--- config.mk ---
export PLATFORM = sky130hd
export DESIGN_NAME = spt_ram
export DESIGN_NICKNAME = d
export VERILOG_FILES = /design/src/rtl/core/spt_ram.sv
export SDC_FILE = /design/constraint.sdc
export NUM_CORES = 1
export LEC_CHECK = 0
export BUFFER_PORTS_ARGS = -buffer_cell sky130_fd_sc_hd__buf_2
export CAP_MARGIN = 10
export CORE_UTILIZATION = 58
export CTS_CLUSTER_DIAMETER = 60
export DETAILED_ROUTE_END_ITERATION = 12
export PLACE_DENSITY = 0.78
export SLEW_MARGIN = 20
export SYNTH_ARGS = -nofsm -noshare
export SYNTH_HDL_FRONTEND = slang
export SYNTH_SLANG_ARGS = --single-unit
--- constraint.sdc ---
create_clock -name clk -period 2.1 [get_ports clk]
set_input_delay 0.21 -clock clk [delete_from_list [all_inputs] [get_ports clk]]
set_output_delay 0.21 -clock clk [all_outputs]
set_load 0.05 [all_outputs]
--- src/rtl/core/spt_ram.sv ---
// Generic single-clock RAM: one write port, one read port with a read
// enable and registered read data. No package dependency.
module spt_ram #(
    parameter int WIDTH = 8,
    parameter int DEPTH = 16
) (
    input  logic                     clk,
    input  logic                     we,
    input  logic [$clog2(DEPTH)-1:0] waddr,
    input  logic [WIDTH-1:0]         wdata,
    input  logic                     re,
    input  logic [$clog2(DEPTH)-1:0] raddr,
    output logic [WIDTH-1:0]         rdata
);

    logic [WIDTH-1:0] mem [DEPTH];

    always_ff @(posedge clk)
    begin
        if (we)
        begin
            mem[waddr] <= wdata;
        end
        if (re)
        begin
            rdata <= mem[raddr];
        end
    end

endmodule

; Word level (Yosys, flattened, before mapping)
; Memories as Yosys holds them, arrays and structs flattened. A register that Yosys moved wholly into a read port is not among the register bits.
; Index checks and enable logic that the tools add are counted.
[totals]
ramBits = 128
ff_bits = 0
in_bits = 19
wordCells = 3
output_inout_bits = 8
n_memories = 1
[memory_table]
columns = name, words, word_bits, rd, rd_clocked_by_memory_dff, write_ports, line_no
row1 = mem, 16, 8, 1, 1, 1, 16  ; logic [WIDTH-1:0] mem [DEPTH];
[op_classes]
n_mux = 2
[ops]
columns = cell, count
row1 = 1-bit two-way mux, 2

; Logic depth before layout (Yosys ltp)
[depth]
ltp_word = 2
depth_mapped = 5
depth_no_buf = 3

; Worst setup path before layout
; OpenSTA, ideal clock, no wires.
[synth_path]
kind = input to register
start = input waddr[2]
end = memory mem[0][0], enable pin
t_arrival_ps = 1320
slack_ps = 397
t_required_ps = 1717
path_stages = 2
n_path_buf = 0
setup_time_ps = 383
cell_sequence = or3b_2 nor3_1
[synth_rtl]
columns = element, line_no
row1 = "start, declared", 9  ; input logic [$clog2(DEPTH)-1:0] waddr,
row2 = "end, declared", 16
; Straight into the memory's write port.

==> run metrics <==
grt met3 use=a little under 6%; clock latency on the worst-skew pair=a little over 0.5 ns; Crit path max-delay family=multiplexers; P_sw=about 1.3 mW; root buf cell=clkbuf_8; Worst EP arrival=roughly 1.8 ns; number of flops mapped to enable cells by yosys=136; Least-Margin Pin Slew=~0.86 ns; max incr delay on CP=~0.52 ns; Residual DRC=0; total CTS buffers=17; Die X-Extent=96.9 um; post-DR wirelength/cell=roughly 25 um; die height=around 97 um; Port Buffers=26; htree depth=4; main flop type after synthesis=edfxtp_1; Final Critical Period=1.60 ns; post-synthesis register bit count=about 140; final WL=approximately 10000 um; Clk pin slew, worst setup/hold paths=~0.060 ns; critical path fanouts, max=1; Num Clock Sinks=136; PD cells=about 1000 mW/mm^2; WS Path Type=flip-flop to flip-flop; Reg power frac=47.6%; global-route usage over all layers=roughly a quarter; final setup fails=0; leak pwr=2.12 nW; Ys Warns=0; post-synthesis cell type count=18; GR peak layer=met2; routability cong.=around 0.70; Worst setup EP type=flip-flop; share of post-route cells with drive strength above 1=between 30% and 40%; GR Util met1=around a third; Setup Buffers After CTS=0; sequential-to-total area share from yosys stat=between 70% and 80%; peak supply drop=between 500 and 600 uV; antenna cells=0; final worst path period share=between 70 and 80%; Core ar.=0.00872 sq mm; share of synthesized registers carrying an async set or reset=0%; Vias=~2600; Post-Synthesis Cell Area=about 0.0052 sq mm; worst hold path type=input port to flip-flop; post-CTS sizing=0; startpoint types=flip-flop; Final Core Density=a little under three quarters; first-pass GRT wire length=~16000 um; fin nets=about 300; met2 Usage GRT=a little over a third; CTS tree=built; Initial DRC Count=between 150 and 200; status=finished clean; vias per cell=between 6 and 7; internal cell power=roughly 5.2 mW; io pins=27; slew margin rel.=a little over two fifths; Slowest cell on crit path=mux4_1; unrepaired setup endpoints after global routing=no; critical path, cell by cell=mux4_1 > a22oi_1 > nand2_1; fmax=~0.63 GHz; Avg Inst Size Synth=~23 sq um; CTS Buffer Depth=2; post-synthesis cell count=approximately 230; CP Data Required Time=between 2 and 2.5 ns; final hold vios=0; Sw Share=around a fifth; Initial Utilization=approximately 60%; logic gate share of total power=a little over 5%; antenna violations before repair=0; standard-cell rows=34; syn_nets=248; pin count of the biggest net entering global routing=18; Post-CTS Hold Fix Bufs=0; final setup TNS=0 ns; total grt overflow=0; die area=0.00940 sq mm; dpl hpwl=just under 6000 um; Area growth syn-to-layout=18.5%; Clk network pwr share=a little under half; number of max-cap violations=0; post-route ant nets=0; clock skew=~0.0065 ns; CP bufs+invs=0; vias in the first global route=2705; drt first pass iters=5; max-slew violations=0
placed cells by master, fill, tap and decap left out, types with 2 or more instances in the layout:
master     instances
nor3_1             4
nand2b_1           2
buf_4             19
nor2_1            13
buf_2             26
clkbuf_16         16
buf_12             2
a22oi_1           16
mux4_2            18
edfxtp_1         136
nand3b_1           2
mux4_1            14
clkbuf_1           4
clkinv_1           4
nand2_1            9
bufinv_16          5
worst reg2reg max path, stage by stage, from the launching register on:
cell and delay (ns):
edfxtp_1 0.36, mux4_1 0.52, a22oi_1 0.32, nand2_1 0.13
path summary, 6_finish.rpt:
path | startpoint | depth (start not counted) | to | slack, ns
setup / recovery | mem[1][0] | 3 | rdata[0] | 0.50
hold / removal | wdata[2] | 1 | mem[2][2] | 0.08
setup reg to reg | mem[1][0] | 3 | rdata[0] | 0.50
hold reg to reg | mem[14][2] | 3 | rdata[2] | 0.76
registers in the layout, summed over array words and instances, names as in the netlist:
| signal | flops |
|---|---|
| mem | 128 |
| rdata | 8 |
final cells by class:
class | count | area (sq um)
sequential | 136 | 4080
timing repair buffer | 47 | 313
fill | 501 | 2520
clock inverter | 11 | 178
clock buffer | 21 | 429
tap | 108 | 135
multi-input combinational | 83 | 1060
per-stage QoR:
stage / std cells / power, mW / hold WS, ns / cell area (sq um) / setup WS [ns]
6_report: 406 / 6.46 / 0.0760 / 6200 / 0.502
3_3_place_gp: 374 / 3.44 / 0.594 / 5590 / 0.263
2_1_floorplan: 229 / 3.33 / 0.309 / 5230 / 0.397
4_1_cts: 406 / 6.49 / 0.0685 / 6200 / 0.529
3_5_place_dp: 374 / 3.45 / 0.602 / 5590 / 0.243
5_1_grt: 406 / 6.61 / 0.0662 / 6200 / 0.491
logic make-up (layout without fill, tap and decap cells):
kind of cell / after synthesis / after routing / synth area share [%]
flip-flops: 136 / 136 / 78.1
AND/OR/NAND/NOR: 35 / 35 / 3.14
multiplexers: 32 / 32 / 14.8
AO/OA/AOI/OAI: 16 / 16 / 2.30
buffers and inverters: 10 / 79 / 1.65
synth_stat cells (all sizes together), types with 2 or more instances:
cell type / number / area, sq um
edfxtp: 136 / 4080
mux4: 32 / 773
nand3b: 2 / 15.0
nand2: 9 / 33.8
nor3: 4 / 20.0
nand2b: 2 / 12.5
clkdlybuf4s25: 3 / 30.0
a22oi: 16 / 120
buf: 7 / 56.3
nor2: 13 / 48.8
metal layers:
metal	vias up	routed length, um
met3	15	957
li1	1092	-
met2	167	5050
met5	-	0
met1	1306	4050
met4	0	167
power groups by stage:
| stage | Sequential (mW) | Combinational (mW) | Clock [mW] |
|---|---|---|---|
| after floorplan | 3.17 | 0.154 | 0 |
| after global placement | 3.13 | 0.316 | 0 |
| after detailed placement | 3.13 | 0.323 | 0 |
| after CTS | 3.08 | 0.330 | 3.09 |
| after global routing | 3.08 | 0.347 | 3.19 |
| final | 3.08 | 0.327 | 3.06 |
Power figures use the tool's default switching activity.
