--- config.mk ---
export PLATFORM = sky130hd
export DESIGN_NAME = spt_classify
export DESIGN_NICKNAME = d
export VERILOG_FILES = /design/src/rtl/core/spt_pkg.sv /design/src/rtl/core/spt_classify.sv
export SDC_FILE = /design/constraint.sdc
export NUM_CORES = 1
export LEC_CHECK = 0
export BUFFER_PORTS_ARGS = -buffer_cell sky130_fd_sc_hd__buf_2
export CAP_MARGIN = 10
export CORE_ASPECT_RATIO = 0.6
export CORE_MARGIN = 5
export CORE_UTILIZATION = 45
export DETAILED_ROUTE_END_ITERATION = 12
export PLACE_DENSITY_LB_ADDON = 0.1
export SYNTH_ARGS = -nofsm -noshare
export SYNTH_HDL_FRONTEND = slang
export SYNTH_SLANG_ARGS = --single-unit
--- constraint.sdc ---
create_clock -name vclk -period 5.25
set_input_delay 0 -clock vclk [all_inputs]
set_output_delay 0 -clock vclk [all_outputs]
set_load 0.005 [all_outputs]
--- src/rtl/core/spt_pkg.sv ---
// Shared constants, types and codes for the stride pattern tally block.
// Has no dependencies; every other file in rtl/core but spt_ram imports it.
package spt_pkg;

    localparam int NUM_POINTS      = 64;
    localparam int MAX_LOG2_STRIDE = 6;

    localparam int ADDR_W = 64;
    localparam int CNT_W  = 64;
    localparam int SIZE_W = 8;
    localparam int ID_W   = 6;
    localparam int SEL_W  = 4;
    localparam int CLS_W  = 4;
    localparam int PT_W   = (NUM_POINTS > 1) ? $clog2(NUM_POINTS) : 1;

    // Counter row layout: stride classes first, then backward, then total.
    // This matches the tally select codes, so a select indexes the row.
    localparam int NUM_CLASSES = MAX_LOG2_STRIDE + 3;
    localparam int NUM_CNT     = MAX_LOG2_STRIDE + 5;
    localparam int CNT_IW      = $clog2(NUM_CNT);

    localparam logic [CLS_W-1:0] CLS_ZERO  = CLS_W'(MAX_LOG2_STRIDE + 1);
    localparam logic [CLS_W-1:0] CLS_OTHER = CLS_W'(MAX_LOG2_STRIDE + 2);
    localparam logic [CLS_W-1:0] CLS_NONE  = CLS_W'(MAX_LOG2_STRIDE + 3);

    localparam int CNT_BACK  = MAX_LOG2_STRIDE + 3;
    localparam int CNT_TOTAL = MAX_LOG2_STRIDE + 4;

    localparam logic CMD_TRACK = 1'b0;
    localparam logic CMD_READ  = 1'b1;

    typedef struct packed {
        logic [ADDR_W-1:0] addr;
        logic [SIZE_W-1:0] bytes;
        logic              store;
    } meta_t;

    localparam int META_W = $bits(meta_t);

    typedef logic [NUM_CNT-1:0][CNT_W-1:0] counter_row_t;

    localparam int ROW_W = $bits(counter_row_t);

    typedef struct packed {
        logic [CLS_W-1:0] cls;
        logic             back;
    } class_t;

endpackage

--- src/rtl/core/spt_classify.sv ---
// Stride classifier: distance between stored and new address against the
// stored access size shifted by 0..MAX_LOG2_STRIDE. Depends on spt_pkg.
module spt_classify (
    input  logic [spt_pkg::ADDR_W-1:0] old_addr,
    input  logic [spt_pkg::ADDR_W-1:0] next_addr,
    input  logic [spt_pkg::SIZE_W-1:0] size,
    output spt_pkg::class_t            result
);
    import spt_pkg::*;

    logic [ADDR_W-1:0] gap;
    logic              back;

    assign back = next_addr < old_addr;
    assign gap  = back ? (old_addr - next_addr) : (next_addr - old_addr);

    always_comb
    begin
        result.back = back;
        result.cls  = CLS_OTHER;
        // Search from the top so the smallest matching shift wins.
        for (int k = MAX_LOG2_STRIDE; k >= 0; k--)
        begin
            if (gap == (ADDR_W'(size) << k))
            begin
                result.cls = CLS_W'(k);
            end
        end
        if (next_addr == old_addr)
        begin
            result.cls = CLS_ZERO;
        end
    end

endmodule

Yosys cells after proc, flatten, opt, wreduce, memory -nomap -nowiden
Index checks and enable logic that the tools add are counted.

Word-level logic and storage cells: 20. Bits of input ports: 136. Flip-flop bits (word level): 0.

Equal/unequal tests: 8. Magnitude comparators: 1. Mux-type cells: 9. Add/sub/neg operators: 2.

Operators with widths (number): subtractor 64 bit (2); == test 64 x 10 -> 1 bit (1); == test 64 x 11 -> 1 bit (1); == test 64 x 12 -> 1 bit (1); == test 64 x 13 -> 1 bit (1); == test 64 x 14 -> 1 bit (1); == test 64 bit (1); == test 64 x 8 -> 1 bit (1); == test 64 x 9 -> 1 bit (1); less-than comparator 64 bit (1); two-way mux 64 bit (1); two-way mux 4 bit (8).

Depth between registers and ports, before layout
Depth in word-level cells: 11. Mapped depth: 24. Mapped depth without buffers: 19.

Worst setup path after synthesis
OpenSTA, ideal clock, no wires.

Path type: in2out. From: in next_addr[0] in the netlist's numbering. To: out result[3] in the netlist's numbering. Stages on the path: 20. Required time: 5.250 ns. Setup slack: 1.445 ns. Arrival: 3.805 ns. Cells stage by stage: inv_1 > ha_1 > inv_1 > fa_1 > buf_2 > a211oi_2 > o211ai_1 > nand3_1 > o211ai_1 > o211ai_4 > nand2_4 > inv_2 > mux2i_1 > xnor2_1 > nand2_1 > a2111o_1 > or4_1 > or4_4 > nor4_4 > a31o_1.

RTL lines: start: declaration (RTL line spt_classify.sv:5) `input logic [spt_pkg::ADDR_W-1:0] next_addr,`; end: declaration (RTL line spt_classify.sv:7) `output spt_pkg::class_t result`.

==> impl_results.md <==
- Hold path cells: 7
- Initial antenna violation count: 1
- Vias in the first global route: 10900
- Starting Density: 45.5%
- Pwr Density: 145 mW/mm2
- Critical Path Source Type: input pin
- Worst min-delay path class: input pin to output port
- Core Util, Final: 49.9%
- GRT Util Overall: 29.5%
- Routed via count: 12200
- Layout Nets: 1909
- Status: completed
- Synth warn: 0
- DPL Wire Length: 34400 um
- Worst EP arrival: 5.01 ns
- Largest net degree at the start of global routing: 24
- Hold Vio Cnt, Final: 0
- Final setup fails: 0
- Die Y: 125 um
- Num sequential: 0
- Row cnt: 42
- Mapped Avg Cell Area: 6.49 um2
- Drt first pass iters: 6
- MaxCap Viol Count: 0
- Die Area: 0.0254 mm2
- Layout area overhead: 9.61%
- Net Count, Synth: 1805
- Max-slew violation count: 0
- Cell count after synthesis: 1540
- WL final: 40200 um
- Least-Margin Pin Slew: 1.28 ns
- HP Start: size[2]
- RD Place Congestion: 0.991
- Critical path endpoint category: output port
- Drt drc: 0
- TNS Setup: 0 ns
- First DRT Iteration DRCs: 1528
- Top cells by count, synth: a21oi_1, inv_1, ha_1, nand2_1, nor2_1
- Synth cell types: 101
- Tcrit/Tclk final: 95.5%
- Reg area: 0 um2
- Synth top area cells: ha_1, a21oi_1, inv_1, o21ai_0, xnor2_1
- First-pass GRT wire length: 62300 um
- IO Pins: 141
- Hold Path End: result[4]
- Wire per inst: 20.8 um
- Die Wd: 202 um
- Critical path type: input pin to output port
- Share of cells above drive strength 1: 14.8%
- CP max FO: 6
- Netlist Area Pre-Place: 0.0100 mm2
- Remaining antenna violation count: 0
- Rel. slew slack: 13.7%
- Post-synthesis sequential area ratio: 0%
- Vias per cell: 6.30
- RSZ-0062 raised after global routing: false
- ANT cells: 0
- Yosys top cell by area: ha_1
- Peak supply drop: 62.8 uV
- Max frequency: 199 MHz
- CLK BUF: 0
- Top-area cell type share of the netlist area: 15.9%
- Port bufs: 141
- GR Overflow Total: 0
- Top-count cell post-synth: a21oi_1
- Period minus WS final: 5.01 ns
- Lkg Pwr: 5.10 nW
- CP Data Required Time: 5.25 ns
- Core area: 0.0220 mm2
==> layout by cell type (no fill, tap or decap), types with 10 or more instances in the layout <==
cell type | synthesis | routed
a211oi_1 | 20 | 20
a21o_1 | 47 | 47
a21oi_1 | 200 | 200
a221oi_1 | 17 | 17
a31oi_1 | 14 | 14
and2_1 | 10 | 10
and3_1 | 11 | 11
buf_2 | 45 | 141
buf_4 | 11 | 48
ha_1 | 127 | 127
inv_1 | 155 | 155
mux2i_1 | 10 | 10
nand2_1 | 123 | 123
nand2b_1 | 11 | 11
nand3_1 | 27 | 27
nand4_1 | 58 | 58
nor2_1 | 122 | 122
nor2b_1 | 14 | 14
nor3_1 | 24 | 24
nor4_1 | 17 | 17
o211ai_1 | 24 | 24
o21a_1 | 18 | 18
o21ai_0 | 114 | 114
o21ai_1 | 13 | 13
o21bai_1 | 18 | 18
xnor2_1 | 62 | 62
xor2_1 | 33 | 33
==> per-stage QoR <==
stage               setup WS, ns  cells  area [um2]  hold WS (ns)  total power, mW
floorplan                   1.45   1540       10000         0.510             1.10
global placement           0.361   1928       11000         0.894             1.54
detailed placement         0.388   1928       11000         0.911             1.53
CTS                        0.363   1928       11000         0.915             1.54
global route              0.0156   1928       11000         0.960             1.72
finish                     0.235   1928       11000         0.928             1.59
==> critical path, cell delays in order <==
cell       delay [ns]
buf_2            0.11
inv_1            0.05
ha_1             0.17
inv_1            0.06
fa_1             0.44
a21o_1           0.25
a221o_2          0.43
nor2b_1          0.18
o21ai_0          0.29
nor4_1           0.14
nor4_1           0.57
mux2i_1          0.18
xnor2_1          0.19
a2111oi_2        0.28
nand4_1          0.13
or4_1            0.50
or4_4            0.45
nor4_4           0.14
buf_4            0.19
a31o_1           0.15
buf_2            0.12
==> how the worst max path moves through the flow <==
| stage | to | startpoint | cells past startpoint | slack (ns) |
|---|---|---|---|---|
| after floorplan | result[3] | next_addr[0] | 20 | 1.45 |
| after detailed placement | result[3] | old_addr[0] | 21 | 0.39 |
| final | result[3] | old_addr[0] | 21 | 0.24 |
| after global placement | result[3] | old_addr[0] | 21 | 0.36 |
| after global routing | result[4] | old_addr[0] | 21 | 0.02 |
| after CTS | result[3] | old_addr[0] | 21 | 0.36 |
==> per-layer routing <==
metal	global-route usage, %	part of all wire [%]
met3	6.47	12
met4	1.91	0.66
met1	49.3	51
met5	0	0.11
met2	38.9	37
==> timing repair <==
item                                    in CTS  in global routing
hold buffers                                 0                  0
gates resized for setup                      0                  1
endpoints found under the setup margin       0                  3
setup buffers                                0                  0
==> final cells by class <==
type	instances	area, um2
Fill cell	2334	11000
Inverter	156	586
Multi-Input combinational cell	1297	8950
Tap cell	286	358
Timing Repair Buffer	189	1070
==> logic make-up (layout without fill, tap and decap cells) <==
group,count (synthesis),count (layout),share of synthesized area [%]
buf+inv,243,345,10.6
simple gates,465,465,23.1
xor+xnor,103,103,10.1
fa+ha+maj,129,129,16.3
compound gates,586,586,38.4
mux,14,14,1.59
==> power by group <==
part           switching, mW  leakage [nW]  internal (mW)  total (mW)
logic                   1.00          5.10          0.592        1.59
registers                  0             0              0           0
clock network              0             0              0           0
total                   1.00          5.10          0.592        1.59
Note: power is estimated with default switching activity, not from simulation.
